**config.mk**
```make
export PLATFORM = sky130hd
export DESIGN_NAME = positional_list_engine
export DESIGN_NICKNAME = d
export VERILOG_FILES = /design/src/hdl/ple_pkg.sv /design/src/hdl/ple_input_stage.sv /design/src/hdl/ple_store.sv /design/src/hdl/positional_list_engine.sv
export SDC_FILE = /design/constraint.sdc
export NUM_CORES = 1
export LEC_CHECK = 0
export BUFFER_PORTS_ARGS = -buffer_cell sky130_fd_sc_hd__buf_4
export CORE_MARGIN = 2
export CORE_UTILIZATION = 57
export CTS_CLUSTER_SIZE = 16
export DETAILED_ROUTE_END_ITERATION = 16
export GPL_ROUTABILITY_DRIVEN = 1
export PLACE_DENSITY = 0.77
export SETUP_SLACK_MARGIN = 0.02
export SLEW_MARGIN = 20
export SYNTH_ARGS = -nofsm -noshare
export SYNTH_HDL_FRONTEND = slang
export SYNTH_SLANG_ARGS = --single-unit
```
**constraint.sdc**
```tcl
create_clock -name clock -period 5.05 [get_ports clock]
set_clock_uncertainty 0.2 [all_clocks]
set_input_delay 0.505 -clock clock [delete_from_list [all_inputs] [get_ports clock]]
set_output_delay 0.505 -clock clock [all_outputs]
set_load 0.05 [all_outputs]
```
**src/hdl/ple_pkg.sv**
```systemverilog
// Package with the shared types and constants of the positional list engine.
package ple_pkg;

   localparam int PLE_DEPTH   = 16;
   localparam int KIND_W      = 2;
   localparam int POSITION_W  = 5;
   localparam int VALUE_W     = 32;
   localparam int COUNT_W     = 5;
   localparam int STATUS_W    = 2;

   typedef enum logic [KIND_W-1:0] {
      KIND_INSERT = 2'd0,
      KIND_REMOVE = 2'd1,
      KIND_READ   = 2'd2,
      KIND_LAST   = 2'd3
   } ple_kind_type;

   typedef enum logic [STATUS_W-1:0] {
      ST_OK    = 2'd0,
      ST_RANGE = 2'd1,
      ST_FULL  = 2'd2,
      ST_EMPTY = 2'd3
   } ple_status_type;

   typedef struct packed {
      ple_kind_type                kind;
      logic [POSITION_W-1:0]       position;
      logic signed [VALUE_W-1:0]   value;
   } ple_op_type;

   typedef struct packed {
      logic signed [VALUE_W-1:0]   read_value;
      logic [COUNT_W-1:0]          entry_count;
      ple_status_type              status;
   } ple_result_type;

endpackage

```
**src/hdl/ple_input_stage.sv**
```systemverilog
// Input register that holds one item until the list stage takes it.
module ple_input_stage (
   input  logic                clock,
   input  logic                reset,
   input  logic                req_valid,
   input  ple_pkg::ple_op_type req_op,
   input  logic                advance,
   output logic                req_stall,
   output logic                op_valid,
   output ple_pkg::ple_op_type op
);
   import ple_pkg::*;

   logic       valid_ff;
   logic       valid_in;
   ple_op_type op_ff;
   logic       load;

   // The register can load whenever it is empty or its item moves on this cycle.
   assign req_stall = valid_ff & ~advance;
   assign load      = req_valid & ~req_stall;
   assign valid_in  = load | (valid_ff & ~advance);

   always_ff @(posedge clock) begin
      if (reset) begin
         valid_ff <= 1'b0;
      end else begin
         valid_ff <= valid_in;
      end
   end

   always_ff @(posedge clock) begin
      if (load) begin
         op_ff <= req_op;
      end
   end

   assign op_valid = valid_ff;
   assign op       = op_ff;

endmodule

```
**src/hdl/ple_store.sv**
```systemverilog
// List storage with the shift network and the result logic for one operation.
module ple_store #(
   parameter int DEPTH = ple_pkg::PLE_DEPTH
) (
   input  logic                    clock,
   input  logic                    reset,
   input  logic                    fire,
   input  ple_pkg::ple_op_type     op,
   output ple_pkg::ple_result_type result
);
   import ple_pkg::*;

   localparam int CW   = $clog2(DEPTH + 1);
   localparam int IW   = $clog2(DEPTH);
   localparam int CMPW = (CW > POSITION_W) ? CW : POSITION_W;

   logic signed [VALUE_W-1:0] entries_ff [DEPTH];
   logic signed [VALUE_W-1:0] entries_in [DEPTH];
   logic [CW-1:0]             count_ff;
   logic [CW-1:0]             count_in;

   logic [CMPW-1:0]           pos_c;
   logic [CMPW-1:0]           cnt_c;
   logic [CMPW-1:0]           ins_pos_c;
   logic [CMPW-1:0]           new_cnt_c;
   logic [IW-1:0]             rd_idx;
   logic signed [VALUE_W-1:0] rd_data;
   logic                      full;
   logic                      in_range;
   logic                      do_insert;
   logic                      do_remove;

   assign pos_c     = CMPW'(op.position);
   assign cnt_c     = CMPW'(count_ff);
   assign full      = (cnt_c == CMPW'(DEPTH));
   assign in_range  = (pos_c < cnt_c);
   // A position at or past the end appends.
   assign ins_pos_c = (pos_c > cnt_c) ? cnt_c : pos_c;
   assign do_insert = fire & (op.kind == KIND_INSERT) & ~full;
   assign do_remove = fire & (op.kind == KIND_REMOVE) & in_range;

   assign rd_idx  = (op.kind == KIND_LAST) ? IW'(count_ff - CW'(1)) : pos_c[IW-1:0];
   assign rd_data = entries_ff[rd_idx];

   for (genvar i = 0; i < DEPTH; i++) begin : g_entry
      if (i == 0) begin : g_head
         always_comb begin
            entries_in[i] = entries_ff[i];
            if (do_insert && ins_pos_c == CMPW'(i)) begin
               entries_in[i] = op.value;
            end else if (do_remove && pos_c <= CMPW'(i) && i < DEPTH - 1) begin
               entries_in[i] = entries_ff[(i + 1) % DEPTH];
            end
         end
      end else begin : g_body
         always_comb begin
            entries_in[i] = entries_ff[i];
            if (do_insert && ins_pos_c < CMPW'(i)) begin
               entries_in[i] = entries_ff[i - 1];
            end else if (do_insert && ins_pos_c == CMPW'(i)) begin
               entries_in[i] = op.value;
            end else if (do_remove && pos_c <= CMPW'(i) && i < DEPTH - 1) begin
               entries_in[i] = entries_ff[(i + 1) % DEPTH];
            end
         end
      end
   end

   always_comb begin
      count_in = count_ff;
      if (do_insert) begin
         count_in = count_ff + CW'(1);
      end else if (do_remove) begin
         count_in = count_ff - CW'(1);
      end
   end

   assign new_cnt_c = CMPW'(count_in);

   always_comb begin
      result.read_value  = '0;
      result.entry_count = new_cnt_c[COUNT_W-1:0];
      result.status      = ST_OK;
      case (op.kind)
         KIND_INSERT: begin
            if (full) begin
               result.status = ST_FULL;
            end
         end
         KIND_REMOVE, KIND_READ: begin
            if (in_range) begin
               result.read_value = rd_data;
            end else begin
               result.status = ST_RANGE;
            end
         end
         KIND_LAST: begin
            if (count_ff == '0) begin
               result.read_value = '1;
               result.status     = ST_EMPTY;
            end else begin
               result.read_value = rd_data;
            end
         end
         default: begin
            result.status = ST_OK;
         end
      endcase
   end

   always_ff @(posedge clock) begin
      if (reset) begin
         count_ff <= '0;
      end else begin
         count_ff <= count_in;
      end
   end

   always_ff @(posedge clock) begin
      for (int i = 0; i < DEPTH; i++) begin
         entries_ff[i] <= entries_in[i];
      end
   end

endmodule

```
**src/hdl/positional_list_engine.sv**
```systemverilog
// Top level of the positional list engine: input register, list stage, result register.
// Items pass from the input register through the list stage into the result register.
// Throughput: one item per cycle unless rsp_stall holds a full result register; every
// operation finishes in the single list stage. Insert and remove shift the register array through per-entry muxes.
// Reset clears the entry count and both valid flags; entry contents are not cleared.
// The block accepts items as soon as reset is released.
module positional_list_engine #(
   parameter int DEPTH = ple_pkg::PLE_DEPTH
) (
   input  logic                                  clock,
   input  logic                                  reset,
   input  logic                                  req_valid,
   output logic                                  req_stall,
   input  logic [ple_pkg::KIND_W-1:0]            req_kind,
   input  logic [ple_pkg::POSITION_W-1:0]        req_position,
   input  logic signed [ple_pkg::VALUE_W-1:0]    req_value,
   output logic                                  rsp_valid,
   input  logic                                  rsp_stall,
   output logic signed [ple_pkg::VALUE_W-1:0]    rsp_read_value,
   output logic [ple_pkg::COUNT_W-1:0]           rsp_entry_count,
   output logic [ple_pkg::STATUS_W-1:0]          rsp_status
);
   import ple_pkg::*;

   ple_op_type     req_op;
   ple_op_type     op;
   logic           op_valid;
   logic           advance;
   ple_result_type result;
   ple_result_type rsp_ff;
   logic           rsp_valid_ff;
   logic           rsp_valid_in;

   assign req_op.kind     = ple_kind_type'(req_kind);
   assign req_op.position = req_position;
   assign req_op.value    = req_value;

   // The list stage moves an item whenever the result register is free or being drained.
   assign advance      = op_valid & (~rsp_valid_ff | ~rsp_stall);
   assign rsp_valid_in = advance | (rsp_valid_ff & rsp_stall);

   ple_input_stage u_input (
      .clock     (clock),
      .reset     (reset),
      .req_valid (req_valid),
      .req_op    (req_op),
      .advance   (advance),
      .req_stall (req_stall),
      .op_valid  (op_valid),
      .op        (op)
   );

   ple_store #(
      .DEPTH (DEPTH)
   ) u_store (
      .clock  (clock),
      .reset  (reset),
      .fire   (advance),
      .op     (op),
      .result (result)
   );

   always_ff @(posedge clock) begin
      if (reset) begin
         rsp_valid_ff <= 1'b0;
      end else begin
         rsp_valid_ff <= rsp_valid_in;
      end
   end

   always_ff @(posedge clock) begin
      if (advance) begin
         rsp_ff <= result;
      end
   end

   assign rsp_valid       = rsp_valid_ff;
   assign rsp_read_value  = rsp_ff.read_value;
   assign rsp_entry_count = rsp_ff.entry_count;
   assign rsp_status      = rsp_ff.status;

endmodule

```
Word-level counts from Yosys, hierarchy flattened
Memory sizes are Yosys's and may differ from the RTL's.
Cells that the tools add are included.
Widths: inputs -> output; s select.
{"block": "word_totals", "ff_bits": 85, "mem_bits_rw": 512, "inputBits": 43, "word_cells": 186, "n_memories": 1}
{"memory": "u_store.entries_ff", "depth": 16, "width": 32, "rd": 17, "rd_ports_with_merged_regs": 0, "write_ports": 16, "line_no": "ple_store.sv:17", "text": "logic signed [VALUE_W-1:0] entries_ff [DEPTH];"}
{"block": "classes", "n_addsub": 2, "n_lt_le_gt_ge": 32, "n_eq_ne": 19, "n_mux": 57, "bitwise_logic": 16, "n_reduce_logical": 50}
{"op": "$mux 32", "n": 48}
{"op": "$pmux 32 s2", "n": 1}
{"op": "$logic_and 1x1->1", "n": 46}
{"op": "$eq 5x4->1 const B", "n": 8}
{"op": "$lt 5x4->1 const B", "n": 8}
{"op": "$le 5x4->1 const B", "n": 7}
{"op": "$eq 5x3->1 const B", "n": 4}
{"op": "$le 5x3->1 const B", "n": 4}
{"op": "$lt 5x3->1 const B", "n": 4}
{"op": "$mux 5", "n": 3}
{"op": "$eq 5x2->1 const B", "n": 2}
{"op": "$le 5x1->1 const B", "n": 2}
{"op": "$le 5x2->1 const B", "n": 2}
{"op": "$logic_not 5->1", "n": 2}
{"op": "$lt 5x2->1 const B", "n": 2}
{"op": "$and 1x1->1", "n": 8}
{"op": "$pmux 2 s3", "n": 1}
{"op": "$add 5x1->5 const B", "n": 1}
{"op": "$eq 5x1->1 const B", "n": 1}
{"op": "$eq 5x5->1 const B", "n": 1}
{"op": "$gt 5x5->1", "n": 1}
{"op": "$lt 5x1->1 const B", "n": 1}
{"op": "$lt 5x5->1", "n": 1}
{"op": "$not 1->1", "n": 5}
{"op": "other kinds (9)", "n": 13}

Depth between registers and ports, before layout
Gate-level depths: netlist (run 1).
{"block": "depth", "ltp_word": 9, "depth_mapped": 13, "depth_no_buf": 8}

Cells and area by module
From an unflattened synthesis (run 1), not the netlist that was laid out.
{"block": "unflattened", "hier_cells": 3000, "area_unflattened_um2": 33577.2}
{"mod": "ple_store", "instances": 1, "cells_each": 2914, "area_per_inst_um2": 31148.6, "seq_area_each_um2": 15474.8}
{"mod": "ple_input_stage", "instances": 1, "cells_each": 43, "area_per_inst_um2": 1221.2, "seq_area_each_um2": 1191.1}
{"mod": "positional_list_engine", "instances": 1, "cells_each": 43, "area_per_inst_um2": 1207.4, "seq_area_each_um2": 1191.1}

Worst setup path before layout (run 1)
No wires, ideal clock.
{"block": "synth_timing", "kind": "reg2reg", "start": "register, netlist name u_store.cnt_c[1]", "end": "memory u_store.entries_ff[2][0], enable pin", "arrival_time_ps": 4288, "t_required_ps": 4378, "path_slack_ps": 90, "stages_incl_launch_ff": 10, "n_path_buf": 2, "path_cell_list": "dfxtp_1 -> clkbuf_1 -> inv_1 -> ha_1 -> nand4_1 -> o221ai_2 -> buf_2 -> nor2_1 -> nand2_1 -> o32ai_1"}
{"item": "end: declaration", "line_no": "ple_store.sv:17"}

==> results.toml, run 1 <==
[outcome]
status = "finished, final reports clean"

[yosys]
synth_area_sq_um = 33500
async_flop_share_pct = 0
syn-instance-count = 2780
yosys.cell_types.count = 64
synth_edf_count = 590
synthesis.nets = 2833
yosysTopAreaCellShare_pct = 52.9
ys_top_cells_by_area = "edfxtp_1 (53%), mux2i_1 (8.9%), mux4_2 (8.6%)"
ys.flop_type = "edfxtp_1"
syn_area_per_cell_sq_um = 12.0
ys_seq_area_share_pct = 53.3
synth_most_common_cell = "edfxtp_1"
yosysWarnings = 0
yosys.area.top_type = "edfxtp_1"
ys_ff_latch = 597
ys_top_cells_by_count = "edfxtp_1 (590), mux2i_1 (299), nand2_1 (230)"

[critical_path]
start_kind = "register"
critPathMaxStageDelay_ns = 0.78
crit_path_frequent_cell = "buf_4"
crit_path_end_kind = "register"
path_buf_inv = 3
crit_chain = "clkinv_1 > ha_1 > nand4_1 > o221a_1 > buf_4 > nor3_1 > o211a_2 > nor2_1 > o21ai_4 > buf_4"
critPathKind = "reg -> reg"
crit_path_max_fanout = 28
crit_family = "compound AO/OA/AOI/OAI gates"
critical-path-slowest-cell = "o211a_2"
cp.arrival_ns = 4.56
crit_required_ns = 5.08

[power]
power_frac_clock_pct = 40.0
pwr-share-seq_pct = 48.5
p_int_mw = 8.87
power_density_nw_per_um2 = 314
p_leak_nw = 14.0
switching_share_pct = 25.4
peakVddDrop_mv = 0.317
pwr-share-comb_pct = 11.5
p_sw_mw = 3.03

[place]
hpwlAfterDp_um = 63800
placed_area_sq_um = 35400
port_buffers = 83
routabilityCongestion = 0.909

[sta]
tns_ns = 0
finalCriticalPeriod_ns = 4.53
slew_headroom_pct = 24.5
timing.final.max_slew_violations = 0
setup_viol_count_final = 0
fmax_mhz = 221
worstMarginPinSlew_ns = 1.10
period_share_pct = 89.6
hold_viol = 0
rsz0062_at_grt = "false"

[clock_tree]
cts_sinks = 597
clkTransAtPathRegs_ns = 0.07
htreeDepth = 3
cts_root_buf = "clkbuf_16"
clk-insertion-delay-late_ns = 0.62
cts_made_buffers = 67
cts_tree = "built"
clockBufferDepth = 3
cts_resized = 0

[layout]
n_antenna_cell = 0
multi_input_area_sq_um = 14600
drive_above_1_share_pct = 20.0
seq_area_sq_um = 17900
syn2layout_area_growth_pct = 13.1
fillCellCount = 4207
nNetsFinal = 2843
design_area_sq_um = 37900

[floorplan]
row_count = 88
pin_count = 84
start_util_pct = 57.8
dieHeight_um = 246
dieArea_sq_um = 60700
die_w_um = 246
coreArea_sq_um = 57900

[global_routing]
grt_antenna_before_repair = 2
grt_max_degree = 129
grt_pass1_vias = 25760
overflow = 0
grt_pass1_wl_um = 161000
gr-usage-all-layers_pct = 35.8

[routing]
ant_nets = 0
drtIter0Drc = 3886
drc = 0
viasPerCell = 7.17
first_pass_iters = 7
vias = 25873
wire_per_inst_um = 30.2
drt_wl_total_um = 109000

[flow_run]
cap_violations = 0

[hold_path]
hold_path_class = "reg -> reg"
per-stage QoR:
stage               hold slack, ns  std cells  power [mW]  worst slack (ns)  util (%)
floorplan                    0.242       2780        6.68            0.0904         -
global placement             0.257       3444        7.13             0.658      61.1
detailed placement           0.282       3444        7.17             0.585      61.1
CTS                          0.296       3607        11.9             0.562      65.4
global route                 0.325       3607        12.2             0.334      65.4
finish                       0.302       3607        11.9             0.523      65.4
kinds of logic after synthesis:
family	after synthesis	share of synthesized area, %
flops	597	53.3
xor+xnor	5	0.131
compound gates	623	11.9
buf+inv	337	4.38
simple gates	684	9.11
fa+ha+maj	10	0.374
mux	524	20.8
metal layers:
metal	up-vias	global-route usage (%)	routed length [um]
met2	2022	54.9	49300
met1	12777	46.9	40500
li1	10714	-	-
met3	358	8.27	12700
met5	-	0	13
met4	2	20.9	6350
repair_timing:
item | 4_1_cts | 5_1_grt
hold endpoints to repair | 46 | 0
hold buffers | 42 | 0
setup buffers | 0 | 0
worst paths after layout:
path | from | endpoint | slack (ns) | cells past startpoint
setup / recovery | u_store.cnt_c[2] | u_store.entries_ff[4][17] | 0.52 | 10
hold / removal | u_input.op_valid | rsp_valid | 0.30 | 2
setup reg to reg | u_store.cnt_c[2] | u_store.entries_ff[4][17] | 0.52 | 10
hold reg to reg | u_input.op_valid | rsp_valid | 0.30 | 2
layout by cell type, fill, tap and decap left out, types with 5 or more instances in the layout:
master | synthesis | layout
inv_1 | 64 | 64
a22oi_1 | 32 | 32
nand2b_1 | 32 | 32
a31oi_4 | 0 | 6
xnor2_1 | 5 | 5
or3_1 | 5 | 5
a21oi_4 | 0 | 5
dlygate4sd3_1 | 0 | 42
nand2_1 | 230 | 225
nor4_1 | 8 | 8
mux4_2 | 128 | 128
o21ai_4 | 0 | 17
buf_12 | 0 | 33
o221a_1 | 5 | 5
dfxtp_1 | 7 | 7
a31oi_1 | 102 | 97
buf_4 | 24 | 137
o221a_2 | 28 | 28
nand4_1 | 8 | 8
a222oi_1 | 23 | 23
o21ai_1 | 10 | 5
edfxtp_1 | 590 | 590
nor2_1 | 214 | 213
nand2_2 | 1 | 5
a2111oi_0 | 8 | 8
mux2_2 | 97 | 97
clkinv_2 | 0 | 9
a21oi_1 | 141 | 138
nor2b_1 | 43 | 42
clkbuf_16 | 0 | 70
clkinv_1 | 1 | 15
and2_1 | 6 | 6
clkbuf_1 | 151 | 19
o21ai_0 | 212 | 202
ha_1 | 10 | 10
and3_1 | 6 | 5
nand3_1 | 111 | 110
a221o_1 | 32 | 32
mux2i_1 | 299 | 299
power groups by stage:
stage	logic [mW]	registers [mW]	clock network [mW]
floorplan	0.829	5.85	0
global placement	1.28	5.85	0
detailed placement	1.31	5.87	0
CTS	1.34	5.76	4.78
global route	1.42	5.78	4.96
finish	1.37	5.77	4.76
sequential cells by signal, indices dropped and copies added (netlist names):
| name | cells |
|---|---|
| rsp_read_value | 32 |
| u_input.op | 39 |
| u_input.op_valid | 1 |
| rsp_status | 2 |
| u_store.entries_ff | 512 |
| rsp_valid | 1 |
| u_store.cnt_c | 5 |
| rsp_entry_count | 5 |
worst min-delay path, cell delays in order, from the launching register on:
cell and delay, ns:
dfxtp_1 0.34, a21oi_1 0.05, nor2_1 0.08
final cells by class:
cell class              instances  area share (%)
clock buffers                  89            4.81
clock inverters                32           0.690
inverters                      66           0.654
multi-input cells            1846            38.6
flip-flops and latches        597            47.1
well taps                     765            2.53
repair buffers                212            5.57
(Power assumes the default switching activity.)
==> run 2: changes to the inputs <==
Settings changed: CORE_UTILIZATION 57 to 40, CTS_CLUSTER_DIAMETER set to 40, PLACE_DENSITY 0.77 to unset, SKIP_CTS_REPAIR_TIMING set to 1.
==> results.toml, run 2 (synthesized netlist as in run 1, its figures left out) <==
[floorplan]
coreArea_sq_um = 83300
start_util_pct = 40.2
dieArea_sq_um = 86000
pin_count = 84
die_w_um = 293
row_count = 106
dieHeight_um = 293

[global_routing]
gr-usage-all-layers_pct = 26.0
grt_pass1_vias = 25513
grt_antenna_before_repair = 1
grt_pass1_wl_um = 167000
overflow = 0
grt_max_degree = 129

[clock_tree]
clkTransAtPathRegs_ns = 0.06
cts_made_buffers = 100
cts_sinks = 597
htreeDepth = 3
clockBufferDepth = 3
cts_tree = "built"
clk-insertion-delay-late_ns = 0.68
cts_root_buf = "clkbuf_16"

[place]
port_buffers = 83
routabilityCongestion = 0.882
hpwlAfterDp_um = 67400

[layout]
n_antenna_cell = 0
final_cell_mix = "edfxtp_1 (590), mux2i_1 (299), nand2_1 (225)"
largest-register = "u_store.entries_ff"
drive_above_1_share_pct = 22.3
fillCellCount = 7256
nNetsFinal = 2880
utilization_pct = 47.7
syn2layout_area_growth_pct = 18.6
largest_reg_flops = 512
layout_commonest_cell = "edfxtp_1"

[routing]
viasPerCell = 6.41
drt_wl_total_um = 114000
drc = 0
first_pass_iters = 8
wire_per_inst_um = 28.7
vias = 25587
drtIter0Drc = 3439
ant_nets = 0

[critical_path]
crit_path_end_kind = "register"
crit_path_max_fanout = 56
start_kind = "register"
crit_required_ns = 5.26
cp.arrival_ns = 4.67
critPathKind = "reg -> reg"

[outcome]
status = "finished, final reports clean"

[sta]
rsz0062_at_grt = "false"
fmax_mhz = 224
worstMarginPinSlew_ns = 1.16
slew_headroom_pct = 22.8
tns_ns = 0
timing.final.max_slew_violations = 0
period_share_pct = 88.3
hold_viol = 0
setup_viol_count_final = 0
finalCriticalPeriod_ns = 4.46

[hold_path]
hold_path_class = "reg -> reg"

[power]
total_power_mw = 14.3
peakVddDrop_mv = 0.282
power_density_nw_per_um2 = 359
p_leak_nw = 14.7

[flow_run]
cap_violations = 0
[run 2: cell types whose count changed in the layout (fill, tap and decap cells not counted), sizes merged]
cell,previous run,this run
clkinvlp,1,10
bufinv,3,14
inv,66,82
clkbuf,89,111
buf,170,173
clkinv,28,35
dlygate4sd3,42,43
[run 2: area by class of cell]
cell class,instances,area (sq um),share of cell area (%)
inverters,66,248,0.624
clock inverters,75,931,2.34
multi-input cells,1846,14600,36.8
well taps,1080,1350,3.40
clock buffers,111,2560,6.46
repair buffers,216,2140,5.38
flip-flops and latches,597,17900,45.0
[run 2: per-layer routing]
| metal | track usage [%] | up-vias | wire length (um) |
|---|---|---|---|
| met5 | 0 | - | 0 |
| met4 | 11.8 | 0 | 4640 |
| met3 | 4.74 | 272 | 10400 |
| met2 | 41.0 | 1567 | 53200 |
| met1 | 34.9 | 12938 | 46200 |
| li1 | - | 10810 | - |
[run 2: worst max-delay path, cell delays in order, from the launching register on]
cell and delay [ns]:
dfxtp_1 0.62, clkinv_1 0.35, ha_1 0.39, a21oi_1 0.22, o221ai_2 0.36, buf_4 0.31
a2111oi_0 0.69, a31oi_4 0.22, buf_12 0.30, a222oi_1 0.41, inv_1 0.08
[run 2: final timing paths]
path	startpoint	end	slack, ns	depth (start not counted)
hold / removal	u_input.op_valid	rsp_valid	0.31	2
setup / recovery	u_store.cnt_c[2]	u_store.entries_ff[12][20]	0.59	10
hold reg to reg	u_input.op_valid	rsp_valid	0.31	2
setup reg to reg	u_store.cnt_c[2]	u_store.entries_ff[12][20]	0.59	10
[run 2: metrics by stage]
step / instances / hold slack, ns / cell area (sq um) / setup slack [ns]
2_1_floorplan: 2780 / 0.242 / 33500 / 0.0904
3_3_place_gp: 3761 / 0.253 / 35800 / 0.812
3_5_place_dp: 3761 / 0.272 / 35800 / 0.737
4_1_cts: 3947 / -0.223 / 39300 / 0.703
5_1_grt: 3991 / 0.340 / 39700 / 0.418
6_report: 3991 / 0.308 / 39700 / 0.593
[run 2: where the power goes]
part / total (mW) / switching [mW] / internal, mW
clock: 7.10 / 2.66 / 4.44
sequential: 5.78 / 0.166 / 5.62
combinational: 1.37 / 0.815 / 0.556
total: 14.3 / 3.64 / 10.6
